`config.mk`:
```
export PLATFORM = sky130hd
export DESIGN_NAME = go_to_goal_p_controller
export DESIGN_NICKNAME = d
export VERILOG_FILES = /design/src/hw/rtl/gtg_pkg.sv /design/src/hw/rtl/gtg_cordic.sv /design/src/hw/rtl/gtg_serial_mul.sv /design/src/hw/rtl/go_to_goal_p_controller.sv
export SDC_FILE = /design/constraint.sdc
export NUM_CORES = 2
export LEC_CHECK = 0
export BUFFER_PORTS_ARGS = -buffer_cell sky130_fd_sc_hd__buf_2
export CAP_MARGIN = 10
export CORE_MARGIN = 5
export CORE_UTILIZATION = 47
export CTS_CLUSTER_DIAMETER = 80
export DETAILED_ROUTE_END_ITERATION = 6
export PLACE_DENSITY = 0.69
export REMOVE_ABC_BUFFERS = 1
export SLEW_MARGIN = 25
export SYNTH_ARGS = -nofsm -noshare
export SYNTH_HDL_FRONTEND = slang
export SYNTH_SLANG_ARGS = --single-unit
```
`constraint.sdc`:
```
create_clock -name clk -period 35.2 [get_ports clk]
set_input_delay 7.04 -clock clk [delete_from_list [all_inputs] [get_ports clk]]
set_output_delay 7.04 -clock clk [all_outputs]
set_load 0.02 [all_outputs]
```
`src/hw/rtl/gtg_pkg.sv`:
```
// ----------------------------------------------------------------------------
// Go-to-goal controller package
// Shared constants, opcodes and the arctangent table.
// ----------------------------------------------------------------------------
package gtg_pkg;

  localparam int CORDIC_STEPS_DEF = 16;
  localparam int TABLE_LEN        = 24;
  localparam int CW               = 36;   // CORDIC x/y datapath width
  localparam int ZW               = 28;   // CORDIC angle accumulator width

  localparam logic [15:0] PI_Q            = 16'd25736;
  localparam logic [15:0] TWO_PI_Q        = 16'd51472;
  localparam logic [15:0] HALF_PI_Q       = 16'd12868;
  localparam logic [15:0] THREE_HALF_PI_Q = 16'd38604;
  localparam logic signed [ZW-1:0] HALF_PI_Q24 = 28'sd26353589;

  typedef enum logic [1:0] {
    OP_SAMPLE = 2'd0,
    OP_GOAL   = 2'd1,
    OP_TURN   = 2'd2,
    OP_NONE   = 2'd3
  } opcode_t;

  localparam logic [2:0] REG_LIN_GAIN  = 3'd0;
  localparam logic [2:0] REG_ANG_GAIN  = 3'd1;
  localparam logic [2:0] REG_LIN_LIM   = 3'd2;
  localparam logic [2:0] REG_ANG_LIM   = 3'd3;
  localparam logic [2:0] REG_THRESH    = 3'd4;
  localparam logic [2:0] REG_DEADBAND  = 3'd5;
  localparam logic [2:0] REG_WINDOW    = 3'd6;

  function automatic logic [ZW-1:0] atan_entry(input logic [4:0] i);
    logic [ZW-1:0] r;
    case (i)
      5'd0:  r = 28'd13176795;
      5'd1:  r = 28'd7778716;
      5'd2:  r = 28'd4110060;
      5'd3:  r = 28'd2086331;
      5'd4:  r = 28'd1047214;
      5'd5:  r = 28'd524117;
      5'd6:  r = 28'd262123;
      5'd7:  r = 28'd131069;
      5'd8:  r = 28'd65536;
      5'd9:  r = 28'd32768;
      5'd10: r = 28'd16384;
      5'd11: r = 28'd8192;
      5'd12: r = 28'd4096;
      5'd13: r = 28'd2048;
      5'd14: r = 28'd1024;
      5'd15: r = 28'd512;
      5'd16: r = 28'd256;
      5'd17: r = 28'd128;
      5'd18: r = 28'd64;
      5'd19: r = 28'd32;
      5'd20: r = 28'd16;
      5'd21: r = 28'd8;
      5'd22: r = 28'd4;
      5'd23: r = 28'd2;
      default: r = '0;
    endcase
    return r;
  endfunction

endpackage

```
`src/hw/rtl/gtg_cordic.sv`:
```
// ----------------------------------------------------------------------------
// Go-to-goal CORDIC arctangent
// Vectoring CORDIC, one micro-rotation per cycle, result in Q3.13 [0, 2pi).
// ----------------------------------------------------------------------------
module gtg_cordic #(
  parameter int CORDIC_STEPS = gtg_pkg::CORDIC_STEPS_DEF
) (
  input  logic                          clk,
  input  logic                          rst,
  input  logic                          start,
  input  logic signed [gtg_pkg::CW-1:0] vec_x,
  input  logic signed [gtg_pkg::CW-1:0] vec_y,
  output logic                          done,
  output logic [15:0]                   angle
);

  localparam int NSTEP = (CORDIC_STEPS < gtg_pkg::TABLE_LEN) ? CORDIC_STEPS
                                                              : gtg_pkg::TABLE_LEN;

  logic signed [gtg_pkg::CW-1:0] x, y;
  logic signed [gtg_pkg::ZW-1:0] z;
  logic [4:0]                    step;
  logic                          busy;
  logic                          zero_vec;

  logic signed [gtg_pkg::CW-1:0] xs, ys;
  logic signed [gtg_pkg::ZW-1:0] az;
  logic signed [gtg_pkg::ZW-1:0] zr;
  logic signed [17:0]            q;

  assign xs = x >>> step;
  assign ys = y >>> step;
  assign az = gtg_pkg::atan_entry(step);

  // Round to Q3.13 and wrap into [0, 2pi).
  assign zr = (z + 28'sd1024) >>> 11;
  always_comb begin
    q = zr[17:0];
    if (q < 0) begin
      q = q + 18'sd51472;
    end else if (q >= 18'sd51472) begin
      q = q - 18'sd51472;
    end
  end

  always_ff @(posedge clk) begin
    if (rst) begin
      busy <= 1'b0;
      done <= 1'b0;
    end else begin
      done <= 1'b0;
      if (start) begin
        busy     <= 1'b1;
        step     <= '0;
        zero_vec <= (vec_x == 0) && (vec_y == 0);
        if (vec_x < 0 && vec_y >= 0) begin
          x <= vec_y;
          y <= -vec_x;
          z <= gtg_pkg::HALF_PI_Q24;
        end else if (vec_x < 0) begin
          x <= -vec_y;
          y <= vec_x;
          z <= -gtg_pkg::HALF_PI_Q24;
        end else begin
          x <= vec_x;
          y <= vec_y;
          z <= '0;
        end
      end else if (busy) begin
        if (y > 0) begin
          x <= x + ys;
          y <= y - xs;
          z <= z + az;
        end else begin
          x <= x - ys;
          y <= y + xs;
          z <= z - az;
        end
        if (step == 5'(NSTEP - 1)) begin
          busy <= 1'b0;
          done <= 1'b1;
        end
        step <= step + 5'd1;
      end
    end
  end

  assign angle = zero_vec ? 16'd0 : q[15:0];

endmodule

```
`src/hw/rtl/gtg_serial_mul.sv`:
```
// ----------------------------------------------------------------------------
// Go-to-goal serial multiplier
// Signed shift-and-add multiplier, one bit of the multiplier per cycle.
// ----------------------------------------------------------------------------
module gtg_serial_mul #(
  parameter int AW = 33,
  parameter int BW = 17
) (
  input  logic                    clk,
  input  logic                    rst,
  input  logic                    start,
  input  logic signed [AW-1:0]    a,
  input  logic signed [BW-1:0]    b,
  output logic                    done,
  output logic signed [AW+BW-1:0] prod
);

  localparam int CNTW = $clog2(BW + 1);

  logic signed [AW+BW-1:0] acc;
  logic signed [AW+BW-1:0] mcand;
  logic [BW-1:0]           mplier;
  logic [CNTW-1:0]         cnt;
  logic                    busy;

  always_ff @(posedge clk) begin
    if (rst) begin
      busy <= 1'b0;
      done <= 1'b0;
    end else begin
      done <= 1'b0;
      if (start) begin
        busy   <= 1'b1;
        acc    <= '0;
        mcand  <= (AW+BW)'(a);
        mplier <= b;
        cnt    <= '0;
      end else if (busy) begin
        // Top bit of a two's complement multiplier has negative weight.
        if (mplier[0]) begin
          if (cnt == CNTW'(BW - 1)) acc <= acc - mcand;
          else acc <= acc + mcand;
        end
        mcand  <= mcand <<< 1;
        mplier <= mplier >> 1;
        cnt    <= cnt + 1'b1;
        if (cnt == CNTW'(BW - 1)) begin
          busy <= 1'b0;
          done <= 1'b1;
        end
      end
    end
  end

  assign prod = acc;

endmodule

```
`src/hw/rtl/go_to_goal_p_controller.sv`:
```
// ----------------------------------------------------------------------------
// Go-to-goal proportional controller
// Heading and forward drive commands from odometry samples and goal commands.
// ----------------------------------------------------------------------------
// Goal and heading commands give no result.
// An odometry sample's result is set by six serial multiplies and one or two
// CORDIC runs, the second only when the heading is re-aimed.
// One item is worked on at a time; input is taken again once the result leaves.
// Synchronous reset restores register defaults and marks the next sample first.
module go_to_goal_p_controller #(
  parameter int CORDIC_STEPS = gtg_pkg::CORDIC_STEPS_DEF
) (
  input  logic               clk,
  input  logic               rst,
  input  logic               in_valid,
  output logic               in_ready,
  input  logic [1:0]         opcode,
  input  logic signed [31:0] pos_x,
  input  logic signed [31:0] pos_y,
  input  logic signed [15:0] quat_x,
  input  logic signed [15:0] quat_y,
  input  logic signed [15:0] quat_z,
  input  logic signed [15:0] quat_w,
  input  logic signed [31:0] goal_x,
  input  logic signed [31:0] goal_y,
  input  logic [1:0]         heading_code,
  output logic               out_valid,
  input  logic               out_ready,
  output logic signed [15:0] linear_speed,
  output logic signed [15:0] angular_speed,
  input  logic               cfg_we,
  input  logic [2:0]         cfg_index,
  input  logic [30:0]        cfg_data
);

  typedef enum logic [3:0] {
    S_IDLE, S_M1, S_M2, S_M3, S_M4, S_YAW, S_DIFF, S_AIM, S_ERR,
    S_MA, S_ML, S_SAT, S_OUT
  } state_t;

  state_t state;

  logic signed [15:0] linear_gain, angular_gain;
  logic [14:0]        linear_limit, angular_limit, turn_deadband, drive_window;
  logic [30:0]        reach_threshold;
  logic signed [31:0] goal_x_reg, goal_y_reg;
  logic [15:0]        target_heading;
  logic               first_sample;

  logic signed [31:0] px, py;
  logic signed [15:0] qx, qy, qz, qw;
  logic signed [gtg_pkg::CW-1:0] num, den;
  logic [15:0]        yaw;
  logic signed [32:0] dx, dy;
  logic signed [17:0] err;
  logic signed [15:0] az_r, lx_r;

  // Shared serial multiplier.
  logic               mul_start, mul_done;
  logic signed [32:0] mul_a;
  logic signed [16:0] mul_b;
  logic signed [49:0] mul_p;

  gtg_serial_mul #(.AW(33), .BW(17)) u_mul (
    .clk(clk), .rst(rst), .start(mul_start), .a(mul_a), .b(mul_b),
    .done(mul_done), .prod(mul_p)
  );

  logic               cor_start, cor_done;
  logic signed [gtg_pkg::CW-1:0] cor_x, cor_y;
  logic [15:0]        cor_angle;

  gtg_cordic #(.CORDIC_STEPS(CORDIC_STEPS)) u_cordic (
    .clk(clk), .rst(rst), .start(cor_start), .vec_x(cor_x), .vec_y(cor_y),
    .done(cor_done), .angle(cor_angle)
  );

  assign in_ready = (state == S_IDLE);

  // The CORDIC unit takes its vector at the edge where its start is high.
  assign cor_x = (state == S_AIM) ? gtg_pkg::CW'(dx) : den;
  assign cor_y = (state == S_AIM) ? gtg_pkg::CW'(dy) : num;

  logic signed [32:0] adx, ady;
  logic               aim;
  logic signed [17:0] aerr;
  logic signed [17:0] err_raw;
  logic signed [36:0] ang_r;
  logic signed [34:0] lin_r;

  // Tracks whether a CORDIC run has been launched and has not yet finished.
  logic u_cordic_busy;

  assign adx = dx[32] ? -dx : dx;
  assign ady = dy[32] ? -dy : dy;
  assign aim = (adx > $signed({2'b0, reach_threshold})) &&
               (ady > $signed({2'b0, reach_threshold}));
  assign err_raw = $signed({2'b0, yaw}) - $signed({2'b0, target_heading});
  assign aerr = err[17] ? -err : err;
  assign ang_r = ($signed(mul_p[36:0]) + 37'sd4096) >>> 13;
  assign lin_r = ($signed(mul_p[49:15]) + 35'sd1) >>> 1;

  function automatic logic signed [15:0] sat(input logic signed [36:0] v,
                                             input logic [14:0] lim);
    logic signed [36:0] l;
    l = $signed({22'b0, lim});
    if (v > l) return $signed({1'b0, lim});
    if (v < -l) return -$signed({1'b0, lim});
    return v[15:0];
  endfunction

  // The multiplier takes its operands in the state that follows each start.
  always_comb begin
    mul_a = '0;
    mul_b = '0;
    case (state)
      S_M1:   begin mul_a = 33'(qw); mul_b = 17'(qz); end
      S_M2:   begin mul_a = 33'(qx); mul_b = 17'(qy); end
      S_M3:   begin mul_a = 33'(qy); mul_b = 17'(qy); end
      S_M4:   begin mul_a = 33'(qz); mul_b = 17'(qz); end
      S_MA:   begin mul_a = 33'(err); mul_b = 17'(angular_gain); end
      S_ML:   begin mul_a = dx; mul_b = 17'(linear_gain); end
      default: begin mul_a = '0; mul_b = '0; end
    endcase
  end

  always_ff @(posedge clk) begin
    if (rst) begin
      state           <= S_IDLE;
      out_valid       <= 1'b0;
      mul_start       <= 1'b0;
      cor_start       <= 1'b0;
      linear_gain     <= 16'sd4096;
      angular_gain    <= -16'sd3686;
      linear_limit    <= 15'd2048;
      angular_limit   <= 15'd2048;
      reach_threshold <= 31'd6554;
      turn_deadband   <= 15'd82;
      drive_window    <= 15'd655;
      goal_x_reg      <= '0;
      goal_y_reg      <= '0;
      target_heading  <= '0;
      first_sample    <= 1'b1;
    end else begin
      mul_start <= 1'b0;
      cor_start <= 1'b0;
      if (cfg_we) begin
        case (cfg_index)
          gtg_pkg::REG_LIN_GAIN: linear_gain     <= cfg_data[15:0];
          gtg_pkg::REG_ANG_GAIN: angular_gain    <= cfg_data[15:0];
          gtg_pkg::REG_LIN_LIM:  linear_limit    <= cfg_data[14:0];
          gtg_pkg::REG_ANG_LIM:  angular_limit   <= cfg_data[14:0];
          gtg_pkg::REG_THRESH:   reach_threshold <= cfg_data;
          gtg_pkg::REG_DEADBAND: turn_deadband   <= cfg_data[14:0];
          gtg_pkg::REG_WINDOW:   drive_window    <= cfg_data[14:0];
          default: ;
        endcase
      end
      case (state)
        S_IDLE: begin
          if (in_valid) begin
            case (opcode)
              gtg_pkg::OP_GOAL: begin
                goal_x_reg <= goal_x;
                goal_y_reg <= goal_y;
              end
              gtg_pkg::OP_TURN: begin
                case (heading_code)
                  2'd0: target_heading <= 16'd0;
                  2'd1: target_heading <= gtg_pkg::HALF_PI_Q;
                  2'd2: target_heading <= gtg_pkg::PI_Q;
                  default: target_heading <= gtg_pkg::THREE_HALF_PI_Q;
                endcase
              end
              gtg_pkg::OP_SAMPLE: begin
                px <= pos_x; py <= pos_y;
                qx <= quat_x; qy <= quat_y; qz <= quat_z; qw <= quat_w;
                mul_start <= 1'b1;
                state <= S_M1;
              end
              default: ;
            endcase
          end
        end
        S_M1: if (mul_done) begin
          num <= gtg_pkg::CW'($signed(mul_p[31:0]));
          mul_start <= 1'b1;
          state <= S_M2;
        end
        S_M2: if (mul_done) begin
          num <= (num + gtg_pkg::CW'($signed(mul_p[31:0]))) <<< 1;
          mul_start <= 1'b1;
          state <= S_M3;
        end
        S_M3: if (mul_done) begin
          den <= gtg_pkg::CW'($signed(mul_p[31:0]));
          mul_start <= 1'b1;
          state <= S_M4;
        end
        S_M4: if (mul_done) begin
          den <= (gtg_pkg::CW'(1) <<< 28) -
                 ((den + gtg_pkg::CW'($signed(mul_p[31:0]))) <<< 1);
          cor_start <= 1'b1;
          state <= S_YAW;
        end
        S_YAW: begin
          if (cor_start == 1'b0 && cor_done) begin
            yaw <= cor_angle;
            if (first_sample) begin
              goal_x_reg     <= px;
              goal_y_reg     <= py;
              target_heading <= cor_angle;
              first_sample   <= 1'b0;
            end
            state <= S_DIFF;
          end
        end
        S_DIFF: begin
          dx <= 33'(goal_x_reg) - 33'(px);
          dy <= 33'(goal_y_reg) - 33'(py);
          state <= S_AIM;
        end
        S_AIM: begin
          if (aim) begin
            if (!cor_start && cor_done) begin
              target_heading <= cor_angle;
              state <= S_ERR;
              err <= 18'sd0;
            end else if (!cor_start && !u_cordic_busy) begin
              cor_start <= 1'b1;
            end
          end else begin
            state <= S_ERR;
          end
        end
        S_ERR: begin
          if (err_raw >= $signed({2'b0, gtg_pkg::PI_Q})) err <= err_raw - 18'sd51472;
          else if (err_raw < -$signed({2'b0, gtg_pkg::PI_Q})) err <= err_raw + 18'sd51472;
          else err <= err_raw;
          mul_start <= 1'b1;
          state <= S_MA;
        end
        S_MA: if (mul_done) begin
          az_r <= (aerr > $signed({3'b0, turn_deadband})) ?
                  sat(ang_r, angular_limit) : 16'sd0;
          mul_start <= 1'b1;
          state <= S_ML;
        end
        S_ML: if (mul_done) begin
          lx_r <= (aerr < $signed({3'b0, drive_window})) ?
                  sat(37'(lin_r), linear_limit) : 16'sd0;
          state <= S_SAT;
        end
        S_SAT: begin
          linear_speed  <= lx_r;
          angular_speed <= az_r;
          out_valid     <= 1'b1;
          state         <= S_OUT;
        end
        S_OUT: if (out_ready) begin
          out_valid <= 1'b0;
          state     <= S_IDLE;
        end
        default: state <= S_IDLE;
      endcase
    end
  end

  always_ff @(posedge clk) begin
    if (rst) begin
      u_cordic_busy <= 1'b0;
    end else if (cor_start) begin
      u_cordic_busy <= 1'b1;
    end else if (cor_done) begin
      u_cordic_busy <= 1'b0;
    end
  end

  a_out_only_in_out: assert property (@(posedge clk) disable iff (rst)
    out_valid |-> (state == S_OUT)) else $error("result shown outside output state");
  a_no_accept_busy: assert property (@(posedge clk) disable iff (rst)
    (state != S_IDLE) |-> !in_ready) else $error("input ready while busy");
  a_lin_limit: assert property (@(posedge clk) disable iff (rst)
    $rose(out_valid) |-> (linear_speed <= $signed({1'b0, linear_limit})) &&
    (linear_speed >= -$signed({1'b0, linear_limit})))
    else $error("forward speed beyond limit");

endmodule
```
==> reports/results.ini <==
[sta]
finalMaxSlewViolations = 0
period_minus_slack_ns = 9.36
max_slew.worst_pin.slew_ns = 1.10
fin_skew_ns = 0.0317
rsz0062_at_grt = false
max_slew_margin_pct = 25.8
whs_ns = 0.416
finalSetupTns_ns = 0
finalSetupViolations = 0
hold_violations = 0
fmax_ghz = 0.107
min_period_over_period_pct = 26.6

[power_and_ir_drop]
clockPowerShare_pct = 39.7
p_switching_uw = 800
pwr_density_cell_nw_per_um2 = 36.1
leakagePower_uw = 0.0285
peakVddDrop_mv = 0.0472
pwr-share-seq_pct = 42.1
power.share.combinational_pct = 18.2
netSwitchingFraction_pct = 29.8
power.internal_uw = 1880

[routing]
drt_iter0_drc = 6731
wl_um = 222000
antenna_left = 0
vias = 60900
wl_per_cell_um = 22.7
drt_first_pass_iters = 7
via_per_inst = 6.22
drc = 14

[layout]
nNetsFinal = 8540
drive_above_1_share_pct = 9.39
fillers = 13100
multi_input_area_um2 = 42400
ff_latch_area_um2 = 22600
syn_to_final_growth_pct = 9.43

[grt]
grt_pass1_wl_um = 335000
grt_overflow = 0
grtUsageTotal_pct = 27.9
grt_max_degree = 109
antenna_found_initial = 23
grt_pass1_vias = 57300

[logic_synthesis]
async_flop_share_pct = 0
netlist_area_um2 = 67900
synth_compound_area_share_pct = 20.6
synth.largest_area_cell = edfxtp_1
yosys.area_share.simple_pct = 16.6
yosysUniqueCellTypes = 105
seq_area_frac_synth_pct = 33.3
synth_commonest_cells = 752 x nand2_1, 653 x nor2_1, 613 x a21oi_1
synthTopCellsByArea = edfxtp_1 26%, ha_1 9.6%, dfxtp_1 7.1%, xnor2_1 5.5%, a21oi_1 4.5%
synth_top_family_by_area = compound AO/OA/AOI/OAI gates
yosysTopAreaCellShare_pct = 26.2
yosysWarnings = 0
synth_xor_area_share_pct = 8.32
synth-seq-cells = 832
yosysMostFrequentCell = nand2_1
synthMuxAreaShare_pct = 6.91
synthAdderAreaFrac_pct = 9.89
synth_ff_type = edfxtp_1
syn_inst = 7703
synth_edf_count = 592
syn_avg_cell_area_um2 = 8.81

[clocking]
cts_resized = 0
cts_setup_buffers = 0
tritoncts = built
clkSinkCount = 832
clk_latency_ns = 0.76
h-tree-depth = 3
cts_buffers = 98
cts_root_buf = clkbuf_16
cts_hold_buf = 0
clock_path_buffers = 3
clk_pin_slew_ns = 0.06

[outcome]
failed_checks = design-rule violations
outcome = finished, violations left

[placement]
gp_congestion = 0.979
io_buffers = 268
place_hpwl_um = 171000

[hold_path]
worstHoldPathType = register to register
holdPathStages = 0

[setup_path]
timing.rr.end = u_cordic.x[32]$_DFFE_PP_
cp.required_ns = 35.86
critical_path_class = primary input to register
ff2ff_path_depth = 24
crit_arrival_ns = 10.02
regToRegSetupSlack_ns = 27.12
crit_path_max_fanout = 86
crit_start = rst
critPathLaunchType = primary input
crit_path_end = u_cordic.az[20]$_SDFF_PP0_
cp-end-kind = register
r2r-start = u_cordic.step[0]$_SDFFCE_PP0P_

[floorplanning]
fp-row-count = 139
start_util_pct = 47.3
io_pins = 269
die_height_um = 390
die_area_um2 = 152000
core_area_um2 = 143000
die_w_um = 390

[flow_run]
max_cap_viol_count = 0

layout make-up:
class                   instances  area share (%)
diodes                         15          0.0505
clock buffers                 122            3.53
clock inverters                64           0.986
inverters                     392            1.99
multi-input cells            6103            57.1
flip-flops and latches        832            30.4
well taps                    1903            3.21
repair buffers                347            2.67
layer usage:
| metal | vias to the layer above | part of all wire (%) | global-route usage [%] |
|---|---|---|---|
| li1 | 28600 | - | - |
| met1 | 29000 | 41 | 36.9 |
| met2 | 2757 | 45 | 44.5 |
| met3 | 511 | 8.7 | 4.87 |
| met4 | 2 | 5.1 | 13.2 |
| met5 | - | 0.0063 | 0 |
logic make-up (layout without fill, tap and decap cells):
logic type / count (synthesis) / in the layout
other cells: 0 / 15
simple gates: 2398 / 2398
xor+xnor: 645 / 645
mux: 340 / 340
fa+ha+maj: 531 / 531
flops: 832 / 832
buf+inv: 768 / 925
compound gates: 2189 / 2189
power by group through the flow:
stage                     Sequential (uW)  Clock, uW  Combinational, uW
after floorplan                      1140          0                333
after global placement               1150          0                468
after detailed placement             1150          0                478
after CTS                            1130       1080                481
after global routing                 1130       1120                534
final                                1130       1060                488
worst min-delay path by stage:
stage / slack (ns) / end / start
2_1_floorplan: 0.40 / angular_speed[0]$_DFFE_PP_ / az_r[0]$_SDFFCE_PP0P_
3_3_place_gp: 0.40 / linear_speed[5]$_DFFE_PP_ / lx_r[5]$_SDFFCE_PN0P_
3_5_place_dp: 0.40 / angular_speed[6]$_DFFE_PP_ / az_r[6]$_SDFFCE_PP0P_
4_1_cts: 0.42 / linear_speed[2]$_DFFE_PP_ / lx_r[2]$_SDFFCE_PN0P_
5_1_grt: 0.43 / linear_speed[2]$_DFFE_PP_ / lx_r[2]$_SDFFCE_PN0P_
6_report: 0.42 / linear_speed[2]$_DFFE_PP_ / lx_r[2]$_SDFFCE_PN0P_
critical path: stages:
cell and delay (ns):
buf_6 0.49, inv_1 0.35, o21ai_1 0.45, nor3_1 0.14, a21oi_1 0.75, nand2_1 0.36
nor3_1 0.22
cell usage in the layout (no fill, tap or decap), types with 21 or more instances in the layout:
master / netlist / routed
ha_1: 522 / 522
a2111oi_0: 31 / 31
buf_4: 3 / 74
or3_1: 67 / 66
o2bb2ai_1: 21 / 21
xor2_1: 222 / 222
mux2i_1: 205 / 205
nand4_1: 82 / 82
a21oi_1: 613 / 611
o21a_1: 70 / 70
a41oi_1: 25 / 25
a22oi_1: 55 / 55
a31oi_1: 82 / 82
nand3_1: 189 / 189
and2_1: 36 / 36
o21bai_1: 45 / 45
or2_2: 25 / 25
mux4_2: 97 / 97
o22ai_1: 21 / 21
o211ai_1: 83 / 83
nor3_1: 198 / 189
inv_1: 388 / 385
a211oi_1: 132 / 132
xnor2_1: 423 / 423
dfxtp_1: 240 / 238
and3_1: 57 / 57
nor2_1: 653 / 643
nor2b_1: 84 / 84
or4_1: 26 / 26
buf_2: 32 / 267
o21ai_0: 492 / 491
clkbuf_16: 0 / 100
edfxtp_1: 592 / 592
nand2b_1: 83 / 83
o31ai_1: 70 / 69
nand2_1: 752 / 750
and4_1: 27 / 26
nor4_1: 66 / 63
a21o_1: 220 / 220
mux2_2: 28 / 28
per-stage QoR:
step,cells,area (um^2),total power [uW],setup slack [ns],util [%]
finish,9778,74300,2680,25.84,51.8
detailed placement,9574,70800,1630,25.15,49.3
global route,9774,74300,2780,25.66,51.7
floorplan,7327,66300,1470,14.73,-
CTS,9760,74100,2690,25.92,51.7
global placement,9574,70800,1620,25.13,49.3
No activity file was read; power rests on OpenSTA's default activity.
